### src/hdl/point_list_range_compressor_core_assert.svh
// assertion macros shared by the rtl files
`ifndef POINT_LIST_RANGE_COMPRESSOR_CORE_ASSERT_SVH
`define POINT_LIST_RANGE_COMPRESSOR_CORE_ASSERT_SVH

// same-cycle implication
`define PLRC_ASSERT_NOW(label, clk, rst_n, ante, cons) \
    label: assert property (@(posedge clk) disable iff (!(rst_n)) (ante) |-> (cons)) \
        else $error("plrc assertion failed");

// next-cycle implication
`define PLRC_ASSERT_NEXT(label, clk, rst_n, ante, cons) \
    label: assert property (@(posedge clk) disable iff (!(rst_n)) (ante) |=> (cons)) \
        else $error("plrc assertion failed");

`endif

### src/hdl/plrc_pkg.sv
`default_nettype none
package plrc_pkg;

    localparam int unsigned PLRC_MAX_BYTES = 5;
    localparam int unsigned PLRC_CNT_W     = 3;

    localparam logic [7:0] PLRC_LETTER_BASE = 8'h61;
    localparam logic [7:0] PLRC_CH_COLON    = 8'h3A;
    localparam logic [7:0] PLRC_CH_CLOSE    = 8'h5D;
    localparam logic [7:0] PLRC_CH_OPEN     = 8'h5B;

    typedef struct packed {
        logic [4:0] point_index;
        logic       list_end;
    } t_in_item;

    typedef struct packed {
        logic [7:0] text_byte;
        logic       last_of_item;
    } t_out_item;

    typedef struct packed {
        logic [PLRC_CNT_W-1:0]               count;
        logic [PLRC_MAX_BYTES-1:0][7:0]      bytes;
    } t_enc_res;

    function automatic logic [7:0] plrc_letter(input logic [4:0] pt);
        return PLRC_LETTER_BASE + {3'b000, pt};
    endfunction

endpackage
`default_nettype wire

### src/hdl/plrc_encode.sv
`default_nettype none
module plrc_encode (
    input  wire logic              i_clk,
    input  wire logic              i_rst_n,
    input  wire plrc_pkg::t_in_item i_item,
    input  wire logic              i_take,
    output plrc_pkg::t_enc_res     o_res
);
    import plrc_pkg::*;

    logic       r_started;
    logic [4:0] r_prev;
    logic       r_run;

    logic       n_started;
    logic [4:0] n_prev;
    logic       n_run;

    logic       succ;
    logic       run_after;

    assign succ = ({1'b0, i_item.point_index} == ({1'b0, r_prev} + 6'd1));

    always_comb begin
        o_res.count = '0;
        o_res.bytes = '0;
        run_after   = 1'b0;
        if (!r_started) begin
            o_res.bytes[0] = plrc_letter(i_item.point_index);
            o_res.count    = PLRC_CNT_W'(1);
        end else if (!succ) begin
            if (r_run) begin
                o_res.bytes[0] = PLRC_CH_COLON;
                o_res.bytes[1] = plrc_letter(r_prev);
                o_res.bytes[2] = PLRC_CH_CLOSE;
                o_res.bytes[3] = PLRC_CH_OPEN;
                o_res.bytes[4] = plrc_letter(i_item.point_index);
                o_res.count    = PLRC_CNT_W'(5);
            end else begin
                o_res.bytes[0] = PLRC_CH_CLOSE;
                o_res.bytes[1] = PLRC_CH_OPEN;
                o_res.bytes[2] = plrc_letter(i_item.point_index);
                o_res.count    = PLRC_CNT_W'(3);
            end
        end else begin
            run_after = 1'b1;
            // run flush on the final entry
            if (i_item.list_end) begin
                o_res.bytes[0] = PLRC_CH_COLON;
                o_res.bytes[1] = plrc_letter(i_item.point_index);
                o_res.count    = PLRC_CNT_W'(2);
            end
        end
    end

    always_comb begin
        if (i_item.list_end) begin
            n_started = 1'b0;
            n_prev    = '0;
            n_run     = 1'b0;
        end else begin
            n_started = 1'b1;
            n_prev    = i_item.point_index;
            n_run     = run_after;
        end
    end

    always_ff @(posedge i_clk) begin
        if (!i_rst_n) begin
            r_started <= 1'b0;
            r_prev    <= '0;
            r_run     <= 1'b0;
        end else if (i_take) begin
            r_started <= n_started;
            r_prev    <= n_prev;
            r_run     <= n_run;
        end
    end

endmodule
`default_nettype wire

### src/hdl/plrc_serial.sv
`default_nettype none
`include "point_list_range_compressor_core_assert.svh"
module plrc_serial (
    input  wire logic               i_clk,
    input  wire logic               i_rst_n,
    input  wire logic               i_load,
    input  wire plrc_pkg::t_enc_res i_res,
    output logic                    o_free,
    output logic                    o_out_valid,
    output plrc_pkg::t_out_item     o_out_data,
    input  wire logic               i_out_stall
);
    import plrc_pkg::*;

    logic                               r_vld;
    logic [PLRC_CNT_W-1:0]              r_idx;
    logic [PLRC_CNT_W-1:0]              r_cnt;
    logic [PLRC_MAX_BYTES-1:0][7:0]     r_bytes;
    logic                               last;

    assign last   = (r_idx == (r_cnt - PLRC_CNT_W'(1)));
    assign o_free = !r_vld || (last && !i_out_stall);

    assign o_out_valid             = r_vld;
    assign o_out_data.text_byte    = r_bytes[r_idx];
    assign o_out_data.last_of_item = last;

    always_ff @(posedge i_clk) begin
        if (!i_rst_n) begin
            r_vld <= 1'b0;
            r_idx <= '0;
        end else if (i_load) begin
            r_vld <= 1'b1;
            r_idx <= '0;
        end else if (r_vld && !i_out_stall) begin
            if (last) begin
                r_vld <= 1'b0;
            end else begin
                r_idx <= r_idx + PLRC_CNT_W'(1);
            end
        end
    end

    always_ff @(posedge i_clk) begin
        if (i_load) begin
            r_cnt   <= i_res.count;
            r_bytes <= i_res.bytes;
        end
    end

    `PLRC_ASSERT_NOW(a_idx_in_range, i_clk, i_rst_n, r_vld, r_idx < r_cnt)
    `PLRC_ASSERT_NOW(a_load_when_free, i_clk, i_rst_n, i_load, o_free && i_res.count != '0)
    `PLRC_ASSERT_NEXT(a_stall_holds_idx, i_clk, i_rst_n, r_vld && i_out_stall, r_vld && $stable(r_idx))

endmodule
`default_nettype wire

### src/hdl/point_list_range_compressor_core.sv
// point list range compressor: takes one point index per transfer (list_end
// on the final entry) and sends the compressed list text one byte per
// transfer, with last_of_item on the final byte an entry causes. A new entry
// is taken every cycle while entries yield at most one byte and the output
// does not stall; an entry that yields more bytes (up to five) holds the next
// one until its last byte leaves the single byte-wide output buffer, and one
// that yields none skips it. A first byte is offered the cycle after its take.
`default_nettype none
module point_list_range_compressor_core (
    input  wire logic                i_clk,
    input  wire logic                i_rst_n,
    input  wire logic                i_in_valid,
    output logic                     o_in_stall,
    input  wire plrc_pkg::t_in_item  i_in_data,
    output logic                     o_out_valid,
    input  wire logic                i_out_stall,
    output plrc_pkg::t_out_item      o_out_data
);
    import plrc_pkg::*;

    logic     r_in_vld;
    t_in_item r_in;
    logic     n_in_vld;

    t_enc_res enc_res;
    logic     buf_free;
    logic     take;
    logic     load;
    logic     accept;

    assign take       = r_in_vld && ((enc_res.count == '0) || buf_free);
    assign load       = take && (enc_res.count != '0);
    assign o_in_stall = r_in_vld && !take;
    assign accept     = i_in_valid && !o_in_stall;
    assign n_in_vld   = accept || (r_in_vld && !take);

    always_ff @(posedge i_clk) begin
        if (!i_rst_n) begin
            r_in_vld <= 1'b0;
        end else begin
            r_in_vld <= n_in_vld;
        end
    end

    always_ff @(posedge i_clk) begin
        if (accept) begin
            r_in <= i_in_data;
        end
    end

    plrc_encode u_encode (
        .i_clk   (i_clk),
        .i_rst_n (i_rst_n),
        .i_item  (r_in),
        .i_take  (take),
        .o_res   (enc_res)
    );

    plrc_serial u_serial (
        .i_clk       (i_clk),
        .i_rst_n     (i_rst_n),
        .i_load      (load),
        .i_res       (enc_res),
        .o_free      (buf_free),
        .o_out_valid (o_out_valid),
        .o_out_data  (o_out_data),
        .i_out_stall (i_out_stall)
    );

endmodule
`default_nettype wire
### config.mk
export PLATFORM = sky130hd
export DESIGN_NAME = point_list_range_compressor_core
export DESIGN_NICKNAME = d
export VERILOG_FILES = /design/src/hdl/plrc_pkg.sv /design/src/hdl/plrc_encode.sv /design/src/hdl/plrc_serial.sv /design/src/hdl/point_list_range_compressor_core.sv
export VERILOG_INCLUDE_DIRS = /design/src /design/src/hdl
export SDC_FILE = /design/constraint.sdc
export NUM_CORES = 1
export LEC_CHECK = 0
export ABC_AREA = 1
export BUFFER_PORTS_ARGS = -buffer_cell sky130_fd_sc_hd__clkbuf_2
export CORE_MARGIN = 5
export CORE_UTILIZATION = 25
export CTS_CLUSTER_DIAMETER = 120
export DETAILED_ROUTE_END_ITERATION = 8
export GPL_TIMING_DRIVEN = 0
export PLACE_DENSITY = 0.44
export SLEW_MARGIN = 5
export SYNTH_ARGS = -nofsm -noshare
export SYNTH_HDL_FRONTEND = slang
export SYNTH_SLANG_ARGS = --single-unit
### constraint.sdc
create_clock -name i_clk -period 2.7 [get_ports i_clk]
set_clock_uncertainty 0.15 [all_clocks]
set_input_delay 0.27 -clock i_clk [delete_from_list [all_inputs] [get_ports i_clk]]
set_output_delay 0.27 -clock i_clk [all_outputs]
set_load 0.01 [all_outputs]
; ---- After elaboration in Yosys (flattened, before gate mapping)
; Index checks and enable logic that the tools add are counted.
[op_classes]
n_addsub = 5
n_lt_le_gt_ge = 1
n_eq_ne = 2
muxes = 19
bitwise = 4
reduce_logical = 23
[ops]
columns = operator, n
row1 = 16-bit 2-to-1 mux, 2
row2 = 8-bit binary-select mux with 3-bit select, 1
row3 = 23-bit 2-to-1 mux, 1
row4 = 7-bit by 5-bit adder with 8-bit output (first input constant), 2
row5 = 8-bit 2-to-1 mux, 2
row6 = 3-bit 2-to-1 mux, 3
row7 = 1-bit 2-to-1 mux, 7
row8 = 7-bit 2-to-1 mux, 1
row9 = 5-bit by 1-bit adder with 6-bit output (second input constant), 1
row10 = 5-bit by 6-bit == test with 1-bit output, 1
row11 = 1-bit logical AND, 6
row12 = 3-bit OR reduction, 2
row13 = 5-bit 2-to-1 mux, 1
row14 = 1-bit logical NOT, 4
row15 = 3-bit by 4-bit < comparator with 1-bit output (second input constant), 1
row16 = 1-bit inverter, 4
row17 = 2-bit AND reduction, 2
row18 = 2-bit nonzero test, 2
row19 = 2-bit OR reduction, 2
row20 = 3-bit by 1-bit adder with 3-bit output (second input constant), 1
row21 = 3-bit == test, 1
row22 = 3-bit logical NOT, 1
row23 = 1-bit logical OR, 3
row24 = 3-bit nonzero test, 1
row25 = 2 further kinds, 2
[totals]
register_bits = 61
in_bits = 10

; ---- Depth between registers and ports, before layout
[logic_depth]
depth_word = 12
ltp_mapped = 15
ltp_nobuf = 15

; ---- By module
; From an unflattened synthesis, not the netlist that was laid out.
[unflattened]
hier_cells = 368
area_unflattened_um2 = 3220.6
[by_module_without_submodules]
columns = mod, n_inst, cells_each, area_each_um2, seq_area_each_um2
row1 = plrc_serial, 1, 167, 1960.6, 1371.3
row2 = plrc_encode, 1, 179, 991.0, 140.1
row3 = point_list_range_compressor_core, 1, 22, 269.0, 200.2

; ---- Worst setup path after synthesis
; Ideal clock, no wire load.
[synth_path]
path_type = reg-to-reg
start = register u_serial.r_cnt[0]
end = register u_serial.r_bytes[0] (netlist bit) (enable)
setup_time_ns = 0.391
arrival_ns = 2.092
required_time_ns = 2.159
path_slack_ns = 0.067
stages_incl_launch_ff = 11
path_buffers = 0
synth_period_minus_slack_ns = 2.633
cell_sequence = edfxtp_1 -> inv_1 -> ha_1 -> xnor2_1 -> a21oi_1 -> nand2_1 -> nand2_1 -> nand2_1 -> inv_1 -> nand3_2 -> inv_1
[synth_via]
elab_chain_len = 7
[synth_lines]
columns = element, line_no
row1 = start: declaration, plrc_serial.sv:17  ; logic [PLRC_CNT_W-1:0] r_cnt;
row2 = start signal: assignment, plrc_serial.sv:46  ; r_cnt <= i_res.count;
row3 = 3-bit by 1-bit subtractor with 3-bit output, plrc_serial.sv:21  ; assign last = (r_idx == (r_cnt - PLRC_CNT_W'(1)));
row4 = 3-bit == test, plrc_serial.sv:21
row5 = 1-bit logical AND, plrc_serial.sv:22  ; assign o_free = !r_vld || (last && !i_out_stall);
row6 = 1-bit logical OR, plrc_serial.sv:22
row7 = 1-bit logical OR, point_list_range_compressor_core.sv:31  ; assign take = r_in_vld && ((enc_res.count == '0) || buf_free);
row8 = 1-bit logical AND, point_list_range_compressor_core.sv:31
row9 = 1-bit logical AND, point_list_range_compressor_core.sv:32  ; assign load = take && (enc_res.count != '0);
row10 = net load, point_list_range_compressor_core.sv:28  ; logic load;
row11 = end signal: assignment, plrc_serial.sv:47  ; r_bytes <= i_res.bytes;
row12 = end: declaration, plrc_serial.sv:18  ; logic [PLRC_MAX_BYTES-1:0][7:0] r_bytes;
; The timed path passes the listed nets, and every way through them passes these cells.
; A chain may end at the register's enable or synchronous reset.

; ---- Worst setup path in the final report
[layout_path]
start = register u_serial.r_cnt[0]
end = register u_serial.r_bytes[13] (netlist bit) (enable)
; Same word-level chain as after synthesis.

==> flow_summary.yaml <==
logic_synthesis:
  syn_avg_cell_area_um2: 9.168
  yosys_warnings: 0
  syn_nets: 313
  synth_seq_cells: 54
  netlist_instances: 299
  synth_cell_types: 34
  synth-edff-count: 42
  syn_area_um2: 2741
  async_reset_ff_share_pct: 0
  yosysSeqAreaShare_pct: 54.77
  ys.flop_type: "edfxtp_1"
route:
  drt-initial-drc-count: 102
  routed_via_density: 4.309
  ant_nets: 0
  routedWlPerCell_um: 13.04
  vias: 2038
  drtPass1Iterations: 4
  drc: 0
  drt-total-wl_um: 6170
power_and_ir_drop:
  power.share.sequential_pct: 59.4
  powerDensity_nw_per_um2: 521.5
  total_leakage_power_nw: 1.264
  irDropWorstVdd_mv: 0.1861
  combinationalPowerShare_pct: 13.2
  power.switching_mw: 0.4427
  swShare_pct: 26.82
  power.share.clock_pct: 27.4
  p_int_mw: 1.208
global_route:
  overflow: 0
  antenna_found_initial: 0
  grt_use_total_pct: 9.977
  grt_pass1_vias: 2076
  grt_pass1_wl_um: 10390
  grt_max_degree: 37
placed_design:
  finalWeightedCongestion: 0.7841
  io_buffers: 20
  place_ws_ps: 16.63
  dpl.hpwl_um: 4766
worst_setup_path:
  r2r_end: "u_serial.r_bytes[13]"
  path_cells: "inv_1 > ha_1 > xnor2_1 > xor2_1 > nand2_1 > nand2_1 > nand2_1 > inv_1 > nand3_2 > inv_4"
  reg2reg_depth: 10
  criticalPathCategory: "flip-flop to flip-flop"
  reg2reg_from: "u_serial.r_cnt[0]"
  cpPeakStageDelay_ps: 380
  worstPathRequired_ps: 2500
  critPathMaxFanout: 36
  endpoint_kind: "flip-flop"
  critical_path.slowest_cell: "inv_4"
  path_common_cell: "nand2_1"
  critPathLaunchType: "flip-flop"
  path_buf_inv: 3
  critPathTopFamily: "buffers and inverters"
  critPathArrivalTime_ps: 2260
  r2r_slack_ps: 250
cts:
  cts_tree: "built"
  cts_setup_buffers: 0
  cts-htree-levels: 2
  clock_latency_ps: 310
  cts_root_buf: "clkbuf_8"
  cts.clk_slew.worst_paths_ps: 100
  clockBufferDepth: 2
  cts.sinks: 54
  numCtsBuffers: 5
timing:
  timing_hold_violations_final: 0
  slew_violations: 0
  rsz0062_at_grt: "no"
  fmax_mhz: 407.3
  fin_crit_ps: 2455
  worst_pin_slew_ps: 641.5
  fin_crit_sh_pct: 90.92
  finalSetupTns_ps: 0
  setup_violations: 0
  fin_ws_ps: 245.1
  slew_headroom_pct: 57.07
finish:
  areaGrowthSynthToFinish_pct: 15.47
  n_antenna_cell: 0
  nets: 346
  final_cell_mix: "nand2_1 (61), edfxtp_1 (42), nor2_1 (35)"
  final_common_cell: "nand2_1"
  drive_above_1_share_pct: 15.92
floorplanning:
  start_util_pct: 25.40
  pin_count: 21
  die_w_um: 114.7
  die_h_um: 114.7
  core_um2: 10790
  rows: 38
  fp.dieArea_um2: 13160
hold_path:
  min_from: "i_in_valid"
  whs_endpoint: "r_in_vld"
  min_path_cells: 2
  hold_class: "input pin to flip-flop"
run:
  max_cap_violations: 0
status:
  status: "finished clean"
-- area by class of cell --
type / count / area [um^2]
buffer: 8 / 43.79
clock buffer: 6 / 72.57
clock inverter: 2 / 13.76
fill: 1142 / 7627
inverter: 35 / 137.6
multi-input combinational: 202 / 1061
sequential: 54 / 1501
tap: 140 / 175.2
timing repair buffer: 26 / 160.2
-- state kept, by name (all words and copies together), names as in the netlist --
| signal | count |
|---|---|
| u_serial.o_out_valid | 1 |
| u_serial.r_bytes | 33 |
| u_serial.r_idx | 3 |
| u_encode.r_run | 1 |
| r_in_vld | 1 |
| u_serial.r_cnt | 3 |
| r_in | 6 |
| u_encode.r_prev | 5 |
| u_encode.r_started | 1 |
-- power groups by stage --
stage / sequential [mW] / combinational [mW] / clock [mW]
2_1_floorplan: 0.992 / 0.149 / 0
3_3_place_gp: 1.00 / 0.214 / 0
3_5_place_dp: 1.00 / 0.215 / 0
4_1_cts: 0.981 / 0.223 / 0.470
5_1_grt: 0.985 / 0.251 / 0.507
6_report: 0.980 / 0.218 / 0.453
-- Yosys cell counts, types with 5 or more instances --
library cell / number / share of area, %
nand2_4: 5 / 2.1
a21oi_1: 24 / 4.4
nor2_1: 35 / 4.8
dfxtp_1: 12 / 8.8
nand2_1: 61 / 8.4
edfxtp_1: 42 / 46
nand3_1: 22 / 4.0
o21ai_0: 20 / 3.7
o211ai_1: 5 / 1.4
inv_1: 30 / 4.1
-- how the worst max path moves through the flow --
stage | start | to | slack (ps) | depth (start not counted)
global placement | u_serial.r_cnt[0] | u_serial.r_bytes[34] | -390 | 10
CTS | u_serial.r_cnt[0] | u_serial.r_bytes[15] | 210 | 10
detailed placement | u_serial.r_cnt[0] | u_serial.r_bytes[23] | 20 | 10
global route | u_serial.r_cnt[0] | u_serial.r_bytes[15] | 20 | 10
floorplan | u_serial.r_cnt[0] | u_serial.r_bytes[0] | 70 | 10
finish | u_serial.r_cnt[0] | u_serial.r_bytes[13] | 250 | 10
-- metal layers --
| layer | track usage [%] | routed length (um) |
|---|---|---|
| met1 | 12.68 | 2887 |
| met2 | 17.54 | 3012 |
| met3 | 1.903 | 211 |
| met4 | 2.347 | 58 |
| met5 | 0 | 0 |
-- worst reg2reg max path, cell delays in order (launching register included) --
cell and delay [ps]:
edfxtp_1 360, inv_1 60, ha_1 200, xnor2_1 190, xor2_1 160, nand2_1 80
nand2_1 110, nand2_1 150, inv_1 120, nand3_2 130, inv_4 380
-- repair_timing --
item,4_1_cts,5_1_grt
hold endpoints to repair,6,0
endpoints found under the setup margin,6,0
hold buffers,6,0
resized for setup,1,0
-- through the flow --
stage | util, % | power [mW] | cell area, um^2 | std cells | hold slack [ps]
5_1_grt | 29.33 | 1.743 | 3166 | 473 | 36.25
2_1_floorplan | - | 1.141 | 2741 | 299 | 218.9
4_1_cts | 29.33 | 1.674 | 3166 | 473 | 22.34
3_5_place_dp | 27.95 | 1.216 | 3017 | 459 | 298.6
3_3_place_gp | 27.95 | 1.214 | 3017 | 459 | 296.6
6_report | 29.33 | 1.651 | 3166 | 473 | 30.34
-- cells by family after synthesis --
group                    count (synthesis)  synth area share, %
AO/OA/AOI/OAI                           59                12.23
XOR/XNOR                                 6                1.917
adder cells (fa/ha/maj)                  4                1.826
buffers and inverters                   43                6.527
flip-flops                              54                54.77
AND/OR/NAND/NOR                        133                22.73
Power figures use the tool's default switching activity.
